`src/rtl/vtenc_pkg.sv`:
```
`timescale 1ns / 1ps
// ----------------------------------------------------------------------------
// VT escape sequence encoder package
// Shared widths, codes, the colour tables and the control-store program.
// ----------------------------------------------------------------------------
package vtenc_pkg;

    localparam int SDataW = 48;
    localparam int SUserW = 4;
    localparam int ByteW  = 8;
    localparam int ValW   = 17;
    localparam int DigitMax = 5;
    localparam int PcW    = 6;
    localparam int RecipW = 16;
    localparam int RecipShift = 19;
    localparam logic [RecipW-1:0] Recip10 = 16'd52429;

    localparam logic [2:0] MODE_CLEAR   = 3'd0;
    localparam logic [2:0] MODE_CURSOR  = 3'd1;
    localparam logic [2:0] MODE_TEXT    = 3'd2;
    localparam logic [2:0] MODE_PEN     = 3'd3;
    localparam logic [2:0] MODE_VISIBLE = 3'd4;
    localparam logic [2:0] MODE_ALT     = 3'd5;
    localparam logic [2:0] MODE_IGNORE  = 3'd6;
    localparam logic [2:0] MODE_FORGET  = 3'd7;

    localparam logic [ByteW-1:0] CH_ESC   = 8'h1B;
    localparam logic [ByteW-1:0] CH_LBRK  = 8'h5B;
    localparam logic [ByteW-1:0] CH_SEMI  = 8'h3B;
    localparam logic [ByteW-1:0] CH_QUERY = 8'h3F;
    localparam logic [ByteW-1:0] CH_ZERO  = 8'h30;
    localparam logic [ByteW-1:0] CH_ONE   = 8'h31;
    localparam logic [ByteW-1:0] CH_TWO   = 8'h32;
    localparam logic [ByteW-1:0] CH_FOUR  = 8'h34;
    localparam logic [ByteW-1:0] CH_FIVE  = 8'h35;
    localparam logic [ByteW-1:0] CH_NINE  = 8'h39;
    localparam logic [ByteW-1:0] CH_UP_H  = 8'h48;
    localparam logic [ByteW-1:0] CH_UP_J  = 8'h4A;
    localparam logic [ByteW-1:0] CH_LO_H  = 8'h68;
    localparam logic [ByteW-1:0] CH_LO_L  = 8'h6C;
    localparam logic [ByteW-1:0] CH_LO_M  = 8'h6D;

    // Entry points of the programs held in the control store.
    localparam logic [PcW-1:0] PC_CLEAR   = 6'd0;
    localparam logic [PcW-1:0] PC_CURSOR  = 6'd7;
    localparam logic [PcW-1:0] PC_PEN     = 6'd15;
    localparam logic [PcW-1:0] PC_VISIBLE = 6'd25;
    localparam logic [PcW-1:0] PC_ALT     = 6'd31;
    localparam logic [PcW-1:0] PC_TEXT    = 6'd39;
    localparam logic [PcW-1:0] PROG_LEN   = 6'd40;

    typedef enum logic [1:0] {SEL_LIT, SEL_DIGIT, SEL_TEXT, SEL_HL} byte_sel_t;
    typedef enum logic [2:0] {SRC_NONE, SRC_ROW, SRC_COL, SRC_FG, SRC_BG} val_src_t;
    typedef enum logic [1:0] {COND_NONE, COND_QUOT_NZ, COND_MORE} loop_cond_t;

    // One control word. A step whose condition holds repeats itself; a step
    // marked last ends the program.
    typedef struct packed {
        logic             emit;
        byte_sel_t        sel;
        logic [ByteW-1:0] lit;
        logic             last;
        val_src_t         src;
        logic             divide;
        loop_cond_t       cond;
    } uword_t;

    typedef struct packed {
        logic            load;
        logic [ValW-1:0] value;
        logic            divide;
        logic            pop;
    } dig_ctrl_t;

    typedef struct packed {
        logic       quot_nz;
        logic       more;
        logic [3:0] digit;
    } dig_stat_t;

    typedef struct packed {
        logic [ByteW-1:0] data;
        logic             last;
    } out_beat_t;

    function automatic uword_t mk(input logic emit, input byte_sel_t sel,
                                  input logic [ByteW-1:0] lit, input logic last,
                                  input val_src_t src, input logic divide,
                                  input loop_cond_t cond);
        uword_t w;
        w.emit   = emit;
        w.sel    = sel;
        w.lit    = lit;
        w.last   = last;
        w.src    = src;
        w.divide = divide;
        w.cond   = cond;
        return w;
    endfunction

    function automatic uword_t lit_w(input logic [ByteW-1:0] ch);
        return mk(1'b1, SEL_LIT, ch, 1'b0, SRC_NONE, 1'b0, COND_NONE);
    endfunction

    function automatic uword_t lit_ld_w(input logic [ByteW-1:0] ch, input val_src_t src);
        return mk(1'b1, SEL_LIT, ch, 1'b0, src, 1'b0, COND_NONE);
    endfunction

    function automatic uword_t end_w(input byte_sel_t sel, input logic [ByteW-1:0] ch);
        return mk(1'b1, sel, ch, 1'b1, SRC_NONE, 1'b0, COND_NONE);
    endfunction

    function automatic uword_t div_w();
        return mk(1'b0, SEL_LIT, CH_ZERO, 1'b0, SRC_NONE, 1'b1, COND_QUOT_NZ);
    endfunction

    function automatic uword_t pop_w();
        return mk(1'b1, SEL_DIGIT, CH_ZERO, 1'b0, SRC_NONE, 1'b0, COND_MORE);
    endfunction

    // Control store: clear, cursor, pen, cursor visibility, alternate screen, text.
    function automatic uword_t ucode(input logic [PcW-1:0] pc);
        uword_t w;
        unique case (pc)
            6'd0:  w = lit_w(CH_ESC);
            6'd1:  w = lit_w(CH_LBRK);
            6'd2:  w = lit_w(CH_TWO);
            6'd3:  w = lit_w(CH_UP_J);
            6'd4:  w = lit_w(CH_ESC);
            6'd5:  w = lit_w(CH_LBRK);
            6'd6:  w = end_w(SEL_LIT, CH_UP_H);
            6'd7:  w = lit_ld_w(CH_ESC, SRC_ROW);
            6'd8:  w = lit_w(CH_LBRK);
            6'd9:  w = div_w();
            6'd10: w = pop_w();
            6'd11: w = lit_ld_w(CH_SEMI, SRC_COL);
            6'd12: w = div_w();
            6'd13: w = pop_w();
            6'd14: w = end_w(SEL_LIT, CH_UP_H);
            6'd15: w = lit_ld_w(CH_ESC, SRC_FG);
            6'd16: w = lit_w(CH_LBRK);
            6'd17: w = lit_w(CH_ZERO);
            6'd18: w = lit_w(CH_SEMI);
            6'd19: w = div_w();
            6'd20: w = pop_w();
            6'd21: w = lit_ld_w(CH_SEMI, SRC_BG);
            6'd22: w = div_w();
            6'd23: w = pop_w();
            6'd24: w = end_w(SEL_LIT, CH_LO_M);
            6'd25: w = lit_w(CH_ESC);
            6'd26: w = lit_w(CH_LBRK);
            6'd27: w = lit_w(CH_QUERY);
            6'd28: w = lit_w(CH_TWO);
            6'd29: w = lit_w(CH_FIVE);
            6'd30: w = end_w(SEL_HL, CH_LO_H);
            6'd31: w = lit_w(CH_ESC);
            6'd32: w = lit_w(CH_LBRK);
            6'd33: w = lit_w(CH_QUERY);
            6'd34: w = lit_w(CH_ONE);
            6'd35: w = lit_w(CH_ZERO);
            6'd36: w = lit_w(CH_FOUR);
            6'd37: w = lit_w(CH_NINE);
            6'd38: w = end_w(SEL_HL, CH_LO_H);
            6'd39: w = end_w(SEL_TEXT, CH_ZERO);
            // Unused addresses end the program quietly.
            default: w = mk(1'b0, SEL_LIT, CH_ZERO, 1'b1, SRC_NONE, 1'b0, COND_NONE);
        endcase
        return w;
    endfunction

    // Foreground index fourteen deliberately maps to plain 33.
    function automatic logic [6:0] fg_code(input logic [3:0] idx);
        logic [6:0] c;
        unique case (idx)
            4'd0:  c = 7'd30;
            4'd1:  c = 7'd34;
            4'd2:  c = 7'd32;
            4'd3:  c = 7'd36;
            4'd4:  c = 7'd31;
            4'd5:  c = 7'd35;
            4'd6:  c = 7'd33;
            4'd7:  c = 7'd37;
            4'd8:  c = 7'd90;
            4'd9:  c = 7'd94;
            4'd10: c = 7'd92;
            4'd11: c = 7'd96;
            4'd12: c = 7'd91;
            4'd13: c = 7'd95;
            4'd14: c = 7'd33;
            default: c = 7'd97;
        endcase
        return c;
    endfunction

    function automatic logic [5:0] bg_code(input logic [2:0] idx);
        logic [5:0] c;
        unique case (idx)
            3'd0: c = 6'd40;
            3'd1: c = 6'd44;
            3'd2: c = 6'd42;
            3'd3: c = 6'd46;
            3'd4: c = 6'd41;
            3'd5: c = 6'd45;
            3'd6: c = 6'd43;
            default: c = 6'd47;
        endcase
        return c;
    endfunction

endpackage

```
`src/rtl/vtenc_digit_unit.sv`:
```
`timescale 1ns / 1ps
// ----------------------------------------------------------------------------
// VT encoder decimal digit unit
// Splits a value into decimal digits, one per cycle, and returns them
// most significant first from a small digit stack.
// ----------------------------------------------------------------------------
module vtenc_digit_unit (
    input  logic                 clk,
    input  logic                 rst_n,
    input  vtenc_pkg::dig_ctrl_t ctrl,
    output vtenc_pkg::dig_stat_t stat
);
    import vtenc_pkg::*;

    localparam int CntW = $clog2(DigitMax + 1);
    localparam int IdxW = $clog2(DigitMax);

    logic [ValW-1:0]        value_reg;
    logic [ValW-1:0]        value_next;
    logic [CntW-1:0]        count_reg;
    logic [CntW-1:0]        count_next;
    logic [3:0]             stack_reg [DigitMax];
    logic [ValW+RecipW-1:0] prod;
    logic [ValW-1:0]        quot;
    logic [ValW-1:0]        rem;
    logic [IdxW-1:0]        top_idx;

    // Quotient by ten through the reciprocal; exact for every value held here.
    assign prod    = value_reg * Recip10;
    assign quot    = ValW'(prod >> RecipShift);
    assign rem     = value_reg - ((quot << 3) + (quot << 1));
    assign top_idx = IdxW'(count_reg - 1'b1);

    always_comb
    begin
        value_next = value_reg;
        count_next = count_reg;
        if (ctrl.load)
        begin
            value_next = ctrl.value;
            count_next = '0;
        end
        else if (ctrl.divide)
        begin
            value_next = quot;
            count_next = count_reg + 1'b1;
        end
        else if (ctrl.pop)
        begin
            count_next = count_reg - 1'b1;
        end
    end

    always_ff @(posedge clk or negedge rst_n)
    begin
        if (!rst_n)
        begin
            count_reg <= '0;
        end
        else
        begin
            count_reg <= count_next;
        end
    end

    always_ff @(posedge clk)
    begin
        value_reg <= value_next;
        if (ctrl.divide && !ctrl.load)
        begin
            stack_reg[count_reg[IdxW-1:0]] <= rem[3:0];
        end
    end

    assign stat.quot_nz = (quot != '0);
    assign stat.more    = (count_reg > CntW'(1));
    assign stat.digit   = stack_reg[top_idx];

    a_push_room: assert property (@(posedge clk) disable iff (!rst_n)
        ctrl.divide |-> count_reg < CntW'(DigitMax))
        else $error("digit stack overflow");

    a_pop_data: assert property (@(posedge clk) disable iff (!rst_n)
        ctrl.pop |-> count_reg != '0)
        else $error("digit popped from an empty stack");

    a_load_alone: assert property (@(posedge clk) disable iff (!rst_n)
        ctrl.load |-> !ctrl.divide && !ctrl.pop)
        else $error("value load combined with a digit operation");

endmodule

```
`src/rtl/vtenc_out_stage.sv`:
```
`timescale 1ns / 1ps
// ----------------------------------------------------------------------------
// VT encoder output stage
// One registered byte slot on the master side of the stream.
// ----------------------------------------------------------------------------
module vtenc_out_stage (
    input  logic                                clk,
    input  logic                                rst_n,
    input  logic                                load,
    input  vtenc_pkg::out_beat_t                beat,
    output logic                                free,
    output logic                                m_tvalid,
    input  logic                                m_tready,
    output logic [vtenc_pkg::ByteW-1:0]         m_tdata,   // [7:0] out_byte
    output logic                                m_tlast
);
    import vtenc_pkg::*;

    logic      valid_reg;
    logic      valid_next;
    out_beat_t beat_reg;

    // The slot can take a new byte when empty or when its byte leaves now.
    assign free = !valid_reg || m_tready;

    always_comb
    begin
        valid_next = valid_reg;
        if (load)
        begin
            valid_next = 1'b1;
        end
        else if (m_tready)
        begin
            valid_next = 1'b0;
        end
    end

    always_ff @(posedge clk or negedge rst_n)
    begin
        if (!rst_n)
        begin
            valid_reg <= 1'b0;
        end
        else
        begin
            valid_reg <= valid_next;
        end
    end

    always_ff @(posedge clk)
    begin
        if (load)
        begin
            beat_reg <= beat;
        end
    end

    assign m_tvalid = valid_reg;
    assign m_tdata  = beat_reg.data;
    assign m_tlast  = beat_reg.last;

endmodule

```
`src/rtl/vt_escape_sequence_encoder_core.sv`:
```
`timescale 1ns / 1ps
// ----------------------------------------------------------------------------
// VT escape sequence encoder core
// Turns one console operation per transfer into the ANSI/VT byte stream,
// driven by a small microprogram held in a read-only control store.
// ----------------------------------------------------------------------------
// Usage. Each slave-side transfer carries one operation: the mode and the
// text-present flag in s_tuser, the cursor row and column, text byte, colour
// indexes and enable flag in s_tdata. The master side delivers the resulting
// bytes one per transfer, with m_tlast on the final byte of each operation.
// Operations that produce no bytes (repeated cursor, empty text, the ignored
// property, forget position) complete in the cycle they are accepted.
// Sequencing. An operation that produces bytes occupies the sequencer from
// acceptance through each microprogram step; each decimal number takes one
// step per digit to split it off and one step per digit to send it. The
// first byte is loaded into the output register by the first program step,
// once the output register can take it. A new operation is accepted as soon
// as the previous program has handed its last byte to the output register.
// Reset clears the sequencer, empties the output register and marks the
// cursor position unknown. When the receiver stalls, the output register
// holds its byte and the sequencer waits on its next byte-producing step.
// ----------------------------------------------------------------------------
module vt_escape_sequence_encoder_core (
    input  logic                          clk,
    input  logic                          rst_n,
    input  logic                          s_tvalid,
    output logic                          s_tready,
    // [15:0] row, [31:16] col, [39:32] text_byte, [43:40] fg_index,
    // [46:44] bg_index, [47] enable
    input  logic [vtenc_pkg::SDataW-1:0]  s_tdata,
    // [2:0] mode, [3] text_present
    input  logic [vtenc_pkg::SUserW-1:0]  s_tuser,
    output logic                          m_tvalid,
    input  logic                          m_tready,
    output logic [vtenc_pkg::ByteW-1:0]   m_tdata,   // [7:0] out_byte
    output logic                          m_tlast
);
    import vtenc_pkg::*;

    // Fields of the incoming operation.
    logic [2:0]  in_mode;
    logic        in_text_present;
    logic [15:0] in_row;
    logic [15:0] in_col;
    logic [7:0]  in_text_byte;
    logic [3:0]  in_fg_index;
    logic [2:0]  in_bg_index;
    logic        in_enable;

    assign in_mode         = s_tuser[2:0];
    assign in_text_present = s_tuser[3];
    assign in_row          = s_tdata[15:0];
    assign in_col          = s_tdata[31:16];
    assign in_text_byte    = s_tdata[39:32];
    assign in_fg_index     = s_tdata[43:40];
    assign in_bg_index     = s_tdata[46:44];
    assign in_enable       = s_tdata[47];

    // Sequencer and cursor-tracking state.
    logic           busy_reg, busy_next;
    logic [PcW-1:0] pc_reg, pc_next;
    logic [15:0]    emitted_row_reg, emitted_row_next;
    logic [15:0]    emitted_col_reg, emitted_col_next;
    logic           known_reg, known_next;

    // Operands held for the running program.
    logic [ValW-1:0] row1_reg;
    logic [ValW-1:0] col1_reg;
    logic [7:0]      text_reg;
    logic [6:0]      fgv_reg;
    logic [5:0]      bgv_reg;
    logic            en_reg;

    logic           accept;
    logic           start_run;
    logic [PcW-1:0] start_pc;
    logic           repeat_pos;
    uword_t         word;
    logic           out_free;
    logic           fire;
    logic           loop_hit;
    logic           out_load;
    out_beat_t      beat;
    dig_ctrl_t      dctl;
    dig_stat_t      dstat;

    assign s_tready = !busy_reg;
    assign accept   = s_tvalid && s_tready;
    assign word     = ucode(pc_reg);

    // A step runs when it sends nothing or the output slot can take its byte.
    assign fire     = busy_reg && (!word.emit || out_free);
    assign out_load = fire && word.emit;

    assign repeat_pos = known_reg && (in_row == emitted_row_reg)
                        && (in_col == emitted_col_reg);

    // Dispatch: choose the program and update the cursor baseline on acceptance.
    always_comb
    begin
        start_run        = 1'b0;
        start_pc         = PC_TEXT;
        emitted_row_next = emitted_row_reg;
        emitted_col_next = emitted_col_reg;
        known_next       = known_reg;
        unique case (in_mode)
            MODE_CLEAR:
            begin
                start_run        = 1'b1;
                start_pc         = PC_CLEAR;
                emitted_row_next = '0;
                emitted_col_next = '0;
                known_next       = 1'b1;
            end
            MODE_CURSOR:
            begin
                if (!repeat_pos)
                begin
                    start_run        = 1'b1;
                    start_pc         = PC_CURSOR;
                    emitted_row_next = in_row;
                    emitted_col_next = in_col;
                    known_next       = 1'b1;
                end
            end
            MODE_TEXT:
            begin
                start_run = in_text_present;
                start_pc  = PC_TEXT;
            end
            MODE_PEN:
            begin
                start_run = 1'b1;
                start_pc  = PC_PEN;
            end
            MODE_VISIBLE:
            begin
                start_run = 1'b1;
                start_pc  = PC_VISIBLE;
            end
            MODE_ALT:
            begin
                start_run = 1'b1;
                start_pc  = PC_ALT;
            end
            MODE_IGNORE:
            begin
                start_run = 1'b0;
            end
            MODE_FORGET:
            begin
                emitted_row_next = '0;
                emitted_col_next = '0;
                known_next       = 1'b0;
            end
            default:
            begin
                start_run = 1'b0;
            end
        endcase
    end

    always_comb
    begin
        case (word.cond)
            COND_QUOT_NZ: loop_hit = dstat.quot_nz;
            COND_MORE:    loop_hit = dstat.more;
            default:      loop_hit = 1'b0;
        endcase
    end

    always_comb
    begin
        busy_next = busy_reg;
        pc_next   = pc_reg;
        if (accept)
        begin
            busy_next = start_run;
            pc_next   = start_pc;
        end
        else if (fire)
        begin
            if (word.last)
            begin
                busy_next = 1'b0;
            end
            else if (!loop_hit)
            begin
                pc_next = pc_reg + 1'b1;
            end
        end
    end

    always_ff @(posedge clk or negedge rst_n)
    begin
        if (!rst_n)
        begin
            busy_reg        <= 1'b0;
            pc_reg          <= '0;
            emitted_row_reg <= '0;
            emitted_col_reg <= '0;
            known_reg       <= 1'b0;
        end
        else
        begin
            busy_reg <= busy_next;
            pc_reg   <= pc_next;
            if (accept)
            begin
                emitted_row_reg <= emitted_row_next;
                emitted_col_reg <= emitted_col_next;
                known_reg       <= known_next;
            end
        end
    end

    // Operand capture; numbers are held already offset or translated.
    always_ff @(posedge clk)
    begin
        if (accept)
        begin
            row1_reg <= ValW'(in_row) + 1'b1;
            col1_reg <= ValW'(in_col) + 1'b1;
            text_reg <= in_text_byte;
            fgv_reg  <= fg_code(in_fg_index);
            bgv_reg  <= bg_code(in_bg_index);
            en_reg   <= in_enable;
        end
    end

    // Digit unit control from the current control word.
    always_comb
    begin
        dctl.load   = fire && (word.src != SRC_NONE);
        dctl.divide = fire && word.divide;
        dctl.pop    = out_load && (word.sel == SEL_DIGIT);
        case (word.src)
            SRC_ROW: dctl.value = row1_reg;
            SRC_COL: dctl.value = col1_reg;
            SRC_FG:  dctl.value = ValW'(fgv_reg);
            SRC_BG:  dctl.value = ValW'(bgv_reg);
            default: dctl.value = '0;
        endcase
    end

    // Byte selection for the output slot.
    always_comb
    begin
        beat.last = word.last;
        case (word.sel)
            SEL_DIGIT: beat.data = CH_ZERO + ByteW'(dstat.digit);
            SEL_TEXT:  beat.data = text_reg;
            SEL_HL:    beat.data = en_reg ? CH_LO_H : CH_LO_L;
            default:   beat.data = word.lit;
        endcase
    end

    vtenc_digit_unit u_digit (
        .clk   (clk),
        .rst_n (rst_n),
        .ctrl  (dctl),
        .stat  (dstat)
    );

    vtenc_out_stage u_out (
        .clk      (clk),
        .rst_n    (rst_n),
        .load     (out_load),
        .beat     (beat),
        .free     (out_free),
        .m_tvalid (m_tvalid),
        .m_tready (m_tready),
        .m_tdata  (m_tdata),
        .m_tlast  (m_tlast)
    );

    a_pc_range: assert property (@(posedge clk) disable iff (!rst_n)
        busy_reg |-> pc_reg < PROG_LEN)
        else $error("sequencer outside the control store");

    a_last_ends: assert property (@(posedge clk) disable iff (!rst_n)
        (fire && word.last) |=> !busy_reg)
        else $error("sequencer still busy after the final step");

    a_pop_sends: assert property (@(posedge clk) disable iff (!rst_n)
        dctl.pop |-> out_load && busy_reg)
        else $error("digit consumed without being sent");

endmodule

```
`config.mk`:
```
export PLATFORM = sky130hd
export DESIGN_NAME = vt_escape_sequence_encoder_core
export DESIGN_NICKNAME = d
export VERILOG_FILES = /design/src/rtl/vtenc_pkg.sv /design/src/rtl/vtenc_digit_unit.sv /design/src/rtl/vtenc_out_stage.sv /design/src/rtl/vt_escape_sequence_encoder_core.sv
export SDC_FILE = /design/constraint.sdc
export NUM_CORES = 1
export LEC_CHECK = 0
export BUFFER_PORTS_ARGS = -buffer_cell sky130_fd_sc_hd__buf_2
export CAP_MARGIN = 30
export CORE_UTILIZATION = 37
export CTS_CLUSTER_SIZE = 14
export DETAILED_ROUTE_END_ITERATION = 6
export PLACE_DENSITY = 0.5
export REMOVE_ABC_BUFFERS = 1
export SYNTH_ARGS = -nofsm -noshare
export SYNTH_HDL_FRONTEND = slang
export SYNTH_HIERARCHICAL = 1
export SYNTH_SLANG_ARGS = --single-unit
```
`constraint.sdc`:
```
create_clock -name clk -period 17.4 [get_ports clk]
set_input_delay 3.48 -clock clk [delete_from_list [all_inputs] [get_ports clk]]
set_output_delay 3.48 -clock clk [all_outputs]
set_load 0.02 [all_outputs]
```
==> results of run 1 <==
worst max-delay path by stage:
stage	from	endpoint	slack (ns)	cells after the start
floorplan	u_digit/value_reg[3]$_DFFE_PP_	pc_reg[5]$_DFFE_PN0P_	11.33	25
global placement	u_digit/value_reg[7]$_DFFE_PP_	pc_reg[2]$_DFFE_PN0P_	10.40	25
detailed placement	u_digit/value_reg[8]$_DFFE_PP_	pc_reg[2]$_DFFE_PN0P_	10.34	25
CTS	u_digit/value_reg[8]$_DFFE_PP_	pc_reg[4]$_DFFE_PN0P_	10.31	25
global route	u_digit/value_reg[15]$_SDFFCE_PN0P_	pc_reg[1]$_DFFE_PN0P_	9.87	27
finish	u_digit/value_reg[7]$_DFFE_PP_	pc_reg[2]$_DFFE_PN0P_	10.37	25
kinds of logic (layout without fill, tap and decap cells):
kind of cell	Yosys count	count (layout)	synth area share, %
AO/OA/AOI/OAI	206	206	11.7
XOR/XNOR	85	85	5.95
adder cells (fa/ha/maj)	244	244	29.6
buffers and inverters	239	310	7.74
flip-flops	142	142	32.3
multiplexers	27	27	2.76
AND/OR/NAND/NOR	233	233	9.94
per-layer routing:
metal / GRT usage [%] / vias to the layer above / share of wire (%)
met5: 0 / - / 0
met4: 5.11 / 0 / 1.7
met2: 31.4 / 181 / 48
li1: - / 4194 / -
met3: 2.88 / 28 / 3.6
met1: 24.7 / 4203 / 46
area by class of cell:
| type | count | area (um2) |
|---|---|---|
| sequential | 142 | 4040 |
| tap | 442 | 553 |
| multi-input combinational | 795 | 7520 |
| fill | 3232 | 19100 |
| inverter | 203 | 762 |
| clock buffer | 17 | 425 |
| timing repair buffer | 75 | 410 |
| clock inverter | 15 | 176 |
cell usage after synthesis, types with 7 or more instances:
library cell,count
inv_1,202
ha_1,157
edfxtp_1,98
fa_1,87
nand2_1,59
xnor2_1,51
nor2_1,48
a22o_1,44
dfrtp_1,44
o21ai_0,41
a21oi_1,37
xor2_1,34
nand3_1,28
and3_1,16
mux2i_1,15
nand4_1,12
clkbuf_1,11
a21o_1,10
and2_1,10
a22oi_1,9
buf_2,9
nor2b_1,8
nor3_1,8
o21ai_1,7
critical path, cell delays in order (launching register included):
cell and delay, ns:
edfxtp_1 0.52, ha_1 0.40, inv_1 0.10, fa_1 0.54, inv_1 0.05, fa_1 0.45, fa_1 0.49, inv_1 0.05
fa_1 0.47, inv_1 0.05, fa_1 0.37, ha_1 0.45, nand2_1 0.08, o21ai_1 0.24, o311ai_1 0.14, a21oi_1 0.46
o21ai_1 0.16, a21oi_1 0.33, nor4_1 0.09, a311oi_1 0.41, nand4b_1 0.20, a22oi_1 0.18, nor2_1 0.14, nor3_4 0.25
mux2i_1 0.21, a21oi_1 0.08
layout by cell type, fill, tap and decap left out, types with 7 or more instances in the layout:
cell type	synthesis	layout
xor2_1	34	34
a21o_1	10	10
a21oi_1	37	37
ha_1	157	157
nand2_1	59	59
buf_2	9	66
and3_1	16	16
o21ai_0	41	41
nand4_1	12	12
mux2i_1	15	15
edfxtp_1	98	98
nand3_1	28	28
a22o_1	44	44
nor2b_1	8	8
clkbuf_16	0	17
buf_4	5	8
and2_1	10	10
dfrtp_1	44	44
o21ai_1	7	7
nor3_1	8	7
xnor2_1	51	51
fa_1	87	87
inv_1	202	202
nor2_1	48	48
a22oi_1	9	9
through the flow:
stage	area, um2	setup slack, ns	hold slack [ns]
floorplan	12300	11.33	0.485
global placement	13300	10.40	0.501
detailed placement	13300	10.34	0.501
CTS	13900	10.31	0.521
global route	13900	9.87	0.525
finish	13900	10.37	0.516
==> impl_metrics.toml, run 1 <==
[outcome]
outcome = "complete, no violations"

[critical_path]
crit_path_end_kind = "flop"
crit_type = "flop to flop"
ff2ff_path_depth = 25
rrSetupSlack_ns = 10.37
r2r-start = "u_digit/value_reg[7]$_DFFE_PP_"
r2r_end = "pc_reg[2]$_DFFE_PN0P_"
cp_max_fo = 9
required_ns = 17.69
start_kind = "flop"
arrival_ns = 7.33

[yosys]
yosysTopAreaCellShare_pct = 23.5
synthTopCellsByArea = "edfxtp_1, ha_1, fa_1, dfrtp_1, inv_1"
synthArstFlopShare_pct = 31.0
synth_edf_count = 98
syn_avg_cell_area_um2 = 10.6
yosys_warnings = 6
synth-seq-cells = 142
ys_seq_area_share_pct = 32.3
yosysUniqueCellTypes = 82
synthFlopType = "edfxtp_1"
synthCells = 1176
netlist_area_um2 = 12500
synth_top_area_cell = "edfxtp_1"

[timing]
tightestPinTransition_ns = 0.897
slew_headroom_pct = 40.2
min_period_ns = 7.03
fmax_mhz = 142
skew_ns = 0.00682
fin_crit_sh_pct = 40.4
report.final.slew_viol_count = 0
fin_tns_setup_ns = 0
rsz0062_at_grt = "false"
setup_viol = 0
hold_viol = 0

[route]
ant_nets = 0
dr_total_vias = 8606
viasPerCell = 5.10
wl_per_cell_um = 18.0
drc = 0
drt-total-wl_mm = 30.3
drt-pass1-iter-count = 5
drtIter0Drc = 474

[run]
max_cap_violations = 0

[cts]
numCtsBuffers = 17
clk_pin_slew_ns = 0.06
post_cts.repair.setup_buffers = 0
cts.sinks = 142
h-tree-depth = 4
postCtsHoldBufs = 0
clock_tree.buffer_depth = 2
clk_latency_ns = 0.43
cts_tree = "built"
cts_resized = 0
cts_root_buf = "clkbuf_16"

[cells_and_area]
fin_util_pct = 42.2
final_nets = 1534
num_antenna_cells = 0
area_delta_synth_final_pct = 11.0
largest_reg_flops = 20
drive_gt1_share_pct = 11.4
final_cells = 1689

[place]
port_buffers = 66
dp_cells = 1657
gp_congestion = 0.901
hpwl_mm = 24.7

[floorplanning]
io_pins = 67
coreArea_um2 = 32900
die-area_um2 = 34600
fp.dieW_um = 186
rows = 66
initial_core_util_pct = 38.0
die_h_um = 186

[hold_path]
min_to = "emitted_col_reg[7]$_DFFE_PN0P_"
hold_depth = 1
hp-class = "flop to flop"
min-delay-start = "emitted_col_reg[7]$_DFFE_PN0P_"

[grt]
antenna_found_initial = 0
grt_usage_pct = 18.6
overflow = 0
grt_pass1_wl_mm = 48.7
grt_pass1_vias = 8939
grt_max_degree = 61
Power of run 1 is not shown: default switching activity piles up to over one toggle a cycle in this logic, so the estimate is an artifact.
==> run 2, diff against run 1 <==
==> constraint.sdc (replaced) <==
create_clock -name clk -period 6.6 [get_ports clk]
set_input_delay 1.32 -clock clk [delete_from_list [all_inputs] [get_ports clk]]
set_output_delay 1.32 -clock clk [all_outputs]
set_load 0.02 [all_outputs]
==> run 2 against run 1 <==
  * Critical path depth is 2 higher
  * First-iteration DRC count is 11% lower
  * Worst setup slack worse by 10 ns
  * Die area stayed put
  * Register-to-register slack worse by 10 ns
  * Global-route usage hardly changed
  * Via count is 1.7% higher
  * Sequential cell count stayed put
  * Non-clock buffer count is 60 higher
  * Hold slack better by 0.0045 ns
  * Utilization is 1.9 points higher
==> impl_metrics.toml, run 2 (synthesis results as in run 1) <==
[timing]
hold_viol = 0
skew_ns = 0.0136
rsz0062_at_grt = "true"
setup_viol = 0
fmax_mhz = 152
tightestPinTransition_ns = 0.941
hold_ws_ns = 0.520
report.final.slew_viol_count = 0
slew_headroom_pct = 37.2
min_period_ns = 6.59
setup_ws_ns = 0.0134
fin_crit_sh_pct = 99.8

[critical_path]
ff2ff_path_depth = 27
arrival_ns = 6.87
required_ns = 6.88
r2r-start = "u_digit/value_reg[3]$_DFFE_PP_"
critPathLaunch = "u_digit/value_reg[3]$_DFFE_PP_"
rrSetupSlack_ns = 0.01
r2r_end = "pc_reg[4]$_DFFE_PN0P_"
crit_path_end_kind = "flop"
crit_type = "flop to flop"
cp_max_fo = 5
start_kind = "flop"

[grt]
grt_pass1_wl_mm = 48.6
overflow = 0
antenna_found_initial = 0
grt_usage_pct = 18.6
grt_max_degree = 61
grt_pass1_vias = 8947

[place]
dp_slack_ns = -0.275
gp_congestion = 0.891
dp_cells = 1707
hpwl_mm = 24.8
placed_area_um2 = 13700
port_buffers = 66

[cells_and_area]
num_antenna_cells = 0
area_delta_synth_final_pct = 16.1
drive_gt1_share_pct = 18.1
fin_area_um2 = 14500
final_cell_mix = "inv_1, ha_1, edfxtp_1"
final_cells = 1749
largest_reg_flops = 20
final_nets = 1594
final_common_cell = "inv_1"

[cts]
cts_tree = "built"
h-tree-depth = 4
cts.sinks = 142
cts_root_buf = "clkbuf_16"
clock_tree.buffer_depth = 2
clk_latency_ns = 0.42
clk_pin_slew_ns = 0.07
postCtsHoldBufs = 0
numCtsBuffers = 17

[hold_path]
hp-class = "flop to flop"
min-delay-start = "emitted_row_reg[12]$_DFFE_PN0P_"
min_to = "emitted_row_reg[12]$_DFFE_PN0P_"
hold_depth = 1

[route]
drtIter0Drc = 424
ant_nets = 0
dr_total_vias = 8752
wl_per_cell_um = 17.6
viasPerCell = 5.00
drt-total-wl_mm = 30.7
drt-pass1-iter-count = 5
drc = 0

[floorplanning]
die_h_um = 186
fp.dieW_um = 186
io_pins = 67
coreArea_um2 = 32900
rows = 66
die-area_um2 = 34600
initial_core_util_pct = 38.0

[run]
max_cap_violations = 0

[outcome]
outcome = "complete, no violations"
-- run 2: changes by cell type in the layout (fill, tap and decap cells not counted), moves of 4 or more --
cell	delta
ha_1	-11
o21ai_0	-4
ha_2	+5
buf_4	+60
ha_4	+6
o21ai_2	+5
-- run 2: layer usage --
layer  wire [um]  vias to the layer above  GRT usage (%)
met1       14700                     4286           25.3
li1            -                     4308              -
met2       15000                      139           31.4
met3         617                       19           2.15
met5           0                        -              0
met4         318                        0           4.20
-- run 2: layout make-up --
cell class / count / area, um2
Timing Repair Buffer: 135 / 861
Tap cell: 442 / 553
Clock inverter: 15 / 150
Fill cell: 3149 / 18400
Sequential cell: 142 / 4040
Inverter: 203 / 762
Clock buffer: 17 / 425
Multi-Input combinational cell: 795 / 7730
-- run 2: stage by stage --
step / TNS, ns / utilization (%)
global route: -1.19 / 44.1
CTS: 0 / 43.7
finish: 0 / 44.1
detailed placement: -1.39 / 41.5
global placement: -0.796 / 41.4
floorplan: 0 / -
-- run 2: worst max-delay path, stage by stage, from the launching register on --
cell and delay [ns]:
edfxtp_1 0.51, ha_4 0.33, inv_2 0.04, fa_1 0.49, inv_1 0.05, fa_1 0.49
fa_1 0.52, inv_2 0.04, fa_1 0.47, inv_1 0.05, fa_1 0.53, ha_4 0.23
and4_4 0.20, and4_1 0.21, a22oi_2 0.15, nand3b_1 0.16, o21ai_2 0.18, buf_4 0.17
xor2_4 0.18, nand4b_1 0.11, and4b_1 0.33, nand4b_1 0.20, a22oi_2 0.23, nor2_4 0.08
buf_4 0.14, nor4_4 0.15, xnor2_1 0.15, o21ai_1 0.08
-- run 2: timing repair --
item                       4_1_cts  5_1_grt
setup endpoints to repair        6        6
setup buffers                    8        2
resized for setup               20       23
pin swaps                        7       12
cloned                           0        0
-- run 2: how the worst max path moves through the flow --
stage                       endpoint  cells past startpoint
2_1_floorplan  pc_reg[5]$_DFFE_PN0P_                     25
3_3_place_gp   pc_reg[2]$_DFFE_PN0P_                     26
3_5_place_dp   pc_reg[2]$_DFFE_PN0P_                     26
4_1_cts        pc_reg[2]$_DFFE_PN0P_                     26
5_1_grt        pc_reg[2]$_DFFE_PN0P_                     26
6_report       pc_reg[4]$_DFFE_PN0P_                     27
Power of run 2 is left out for the same reason.
==> run 3, diff against run 2 <==
--- a/config.mk
+++ b/config.mk
@@ -10,9 +10,9 @@
 export CORE_UTILIZATION = 37
 export CTS_CLUSTER_SIZE = 14
 export DETAILED_ROUTE_END_ITERATION = 6
+export GPL_TIMING_DRIVEN = 0
 export PLACE_DENSITY = 0.5
 export REMOVE_ABC_BUFFERS = 1
 export SYNTH_ARGS = -nofsm -noshare
 export SYNTH_HDL_FRONTEND = slang
-export SYNTH_HIERARCHICAL = 1
 export SYNTH_SLANG_ARGS = --single-unit
==> run 3 against run 2 <==
  * Clock skew barely moved
  * Sequential cell count did not move
  * Routed wire length rose by 0.80%
  * Worst setup slack improved by 0.18 ns
  * Area after synthesis rose by 2.0%
  * Sequential share of layout area fell by 0.81 points
  * Register-to-register slack improved by 0.18 ns
  * First-iteration DRC count rose by 55%
  * Via count rose by 6.7%
  * Cell count rose by 6.6%
==> impl_metrics.toml, run 3 <==
[outcome]
outcome = "complete, no violations"

[run]
max_cap_violations = 0

[critical_path]
rrSetupSlack_ns = 0.19
required_ns = 6.92
crit_type = "flop to flop"
crit_family = "adder cells"
start_kind = "flop"
max_stage_delay_ns = 0.55
crit_path_frequent_cell = "fa_1"
critPathSlowestCell = "fa_1"
cp_max_fo = 5
crit_path_cell_trace = "buf_4 -> buf_6 -> ha_1 -> xor2_1 -> ha_1 -> fa_1 -> fa_1 -> fa_1 -> inv_1 -> fa_1 -> inv_1 -> ha_4 -> and4_4 -> and3_4 -> nand4_1 -> and3_4 -> a21o_4 -> mux2i_2 -> o2111ai_2 -> nor4_4 -> buf_4 -> buf_2 -> or3_1 -> a31o_1"
r2r-start = "u_digit.value_reg[1]$_DFFE_PP_"
crit_path_end_kind = "flop"
r2r_end = "pc_reg[0]$_DFFE_PN0P_"
cp_num_buf_inv = 6
ff2ff_path_depth = 24
arrival_ns = 6.73

[cells_and_area]
largest_reg_flops = 20
multi_input_area_um2 = 8130
regArea_um2 = 4040
final_common_cell = "inv_1"
num_antenna_cells = 0
area_delta_synth_final_pct = 17.2
nFillCells = 3299
final_nets = 1708
drive_gt1_share_pct = 15.5
final_cell_mix = "inv_1, ha_1, nand2_1"

[yosys]
synthArstFlopShare_pct = 31.0
synthTopCellsByArea = "edfxtp_1, ha_1, fa_1, dfrtp_1, inv_1"
synth_edf_count = 98
yosys_warnings = 0
synth_top_area_cell = "edfxtp_1"
netlist_area_um2 = 12800
muxShareOfSynthArea_pct = 2.07
synth_most_common_cell = "inv_1"
synthAdderAreaFrac_pct = 29.4
ys_seq_area_share_pct = 31.7
syn_avg_cell_area_um2 = 9.74
synth_compound_area_share_pct = 11.9
yosysUniqueCellTypes = 67
yosys.area_share.simple_pct = 11.5
synthTopCellsByCount = "inv_1, ha_1, nand2_1"
synthFlopType = "edfxtp_1"
synth-seq-cells = 142
synthCells = 1311
synthXorXnorAreaFrac_pct = 5.49
yosysTopAreaCellShare_pct = 23.0
synth_top_family_by_area = "adder cells"

[route]
drtIter0Drc = 658
drc = 0
dr_total_vias = 9335
viasPerCell = 5.01
drt-total-wl_mm = 31.0
wl_per_cell_um = 16.6
drt-pass1-iter-count = 5
ant_nets = 0

[hold_path]
hp-class = "flop to flop"
hold_depth = 2
min-delay-start = "emitted_row_reg[13]$_DFFE_PN0P_"
min_to = "emitted_row_reg[13]$_DFFE_PN0P_"

[cts]
h-tree-depth = 4
cts.sinks = 142
clock_tree.buffer_depth = 2
clk_pin_slew_ns = 0.06
cts_tree = "built"
clk_latency_ns = 0.43
numCtsBuffers = 17
cts_root_buf = "clkbuf_16"

[grt]
grt_pass1_vias = 9398
antenna_found_initial = 0
overflow = 0
grt_max_degree = 46
grt_usage_pct = 18.3
grt_pass1_wl_mm = 50.5

[floorplanning]
die_h_um = 188
die-area_um2 = 35300
initial_core_util_pct = 37.8
rows = 67
io_pins = 67
coreArea_um2 = 33800
fp.dieW_um = 188

[place]
gp_congestion = 0.841
dp_slack_ns = -0.610
hpwl_mm = 24.6
port_buffers = 66

[timing]
hold_ws_ns = 0.499
fin_tns_setup_ns = 0
report.final.slew_viol_count = 0
min_period_ns = 6.41
fin_crit_sh_pct = 97.1
slew_headroom_pct = 37.8
setup_viol = 0
tightestPinTransition_ns = 0.924
fmax_mhz = 156
setup_ws_ns = 0.193
rsz0062_at_grt = "true"
hold_viol = 0
skew_ns = 0.0140
[run 3: cell types whose count changed after synthesis, moves of 14 or more]
cell and change:
nand2_1 +72, a21oi_1 +21, clkbuf_1 +33, o21ai_0 +17, a22o_1 -44, nor2_1 +14
[run 3: layout make-up]
type,count,share of cell area [%]
Clock buffer,20,2.98
Clock inverter,12,0.970
Inverter,212,5.32
Multi-Input combinational cell,905,54.3
Sequential cell,142,27.0
Tap cell,448,3.75
Timing Repair Buffer,126,5.62
[run 3: through the flow]
step / util [%] / cell area [um2] / instances
finish: 44.3 / 15000 / 1865
global route: 44.3 / 15000 / 1865
CTS: 43.2 / 14600 / 1838
detailed placement: 40.2 / 13600 / 1782
global placement: 39.8 / 13400 / 1773
floorplan: - / 12600 / 1259
[run 3: layer usage]
metal	track usage [%]	part of all wire, %
met3	3.09	3.2
met2	29.5	47
met5	0	0
met4	3.38	0.68
met1	25.8	49
[run 3: worst max-delay path by stage]
stage	cells past startpoint	from	slack, ns	to
final	24	u_digit.value_reg[1]$_DFFE_PP_	0.19	pc_reg[0]$_DFFE_PN0P_
after global routing	24	u_digit.value_reg[1]$_DFFE_PP_	-0.02	pc_reg[0]$_DFFE_PN0P_
after CTS	23	u_digit.value_reg[8]$_DFFE_PP_	0.0005	pc_reg[0]$_DFFE_PN0P_
after detailed placement	22	u_digit.value_reg[8]$_DFFE_PP_	-0.61	pc_reg[0]$_DFFE_PN0P_
after global placement	21	u_digit.value_reg[10]$_DFFE_PP_	-1.01	pc_reg[0]$_DFFE_PN0P_
after floorplan	21	u_digit.value_reg[9]$_DFFE_PP_	0.26	pc_reg[0]$_DFFE_PN0P_
[run 3: worst min-delay path, cell delays in order, from the launching register on]
cell and delay, ns:
dfrtp_1 0.36, nand2_1 0.05, o21ai_0 0.06
[run 3: repair_timing]
| action | 4_1_cts | 5_1_grt |
|---|---|---|
| hold buffers | 0 | 0 |
| pin swaps | 9 | 25 |
| buffers inserted | 23 | 26 |
| endpoints found under the hold margin | 0 | 0 |
| cloned | 1 | 0 |
| setup endpoints to repair | 16 | 16 |
| gates resized for setup | 36 | 26 |
[run 3: kinds of logic (layout without fill, tap and decap cells)]
kind of cell	Yosys count	count (layout)
simple gates	317	317
flops	142	142
mux	21	21
fa+ha+maj	248	248
xor+xnor	80	80
buf+inv	264	370
compound gates	239	239
Power of run 3 is left out for the same reason.
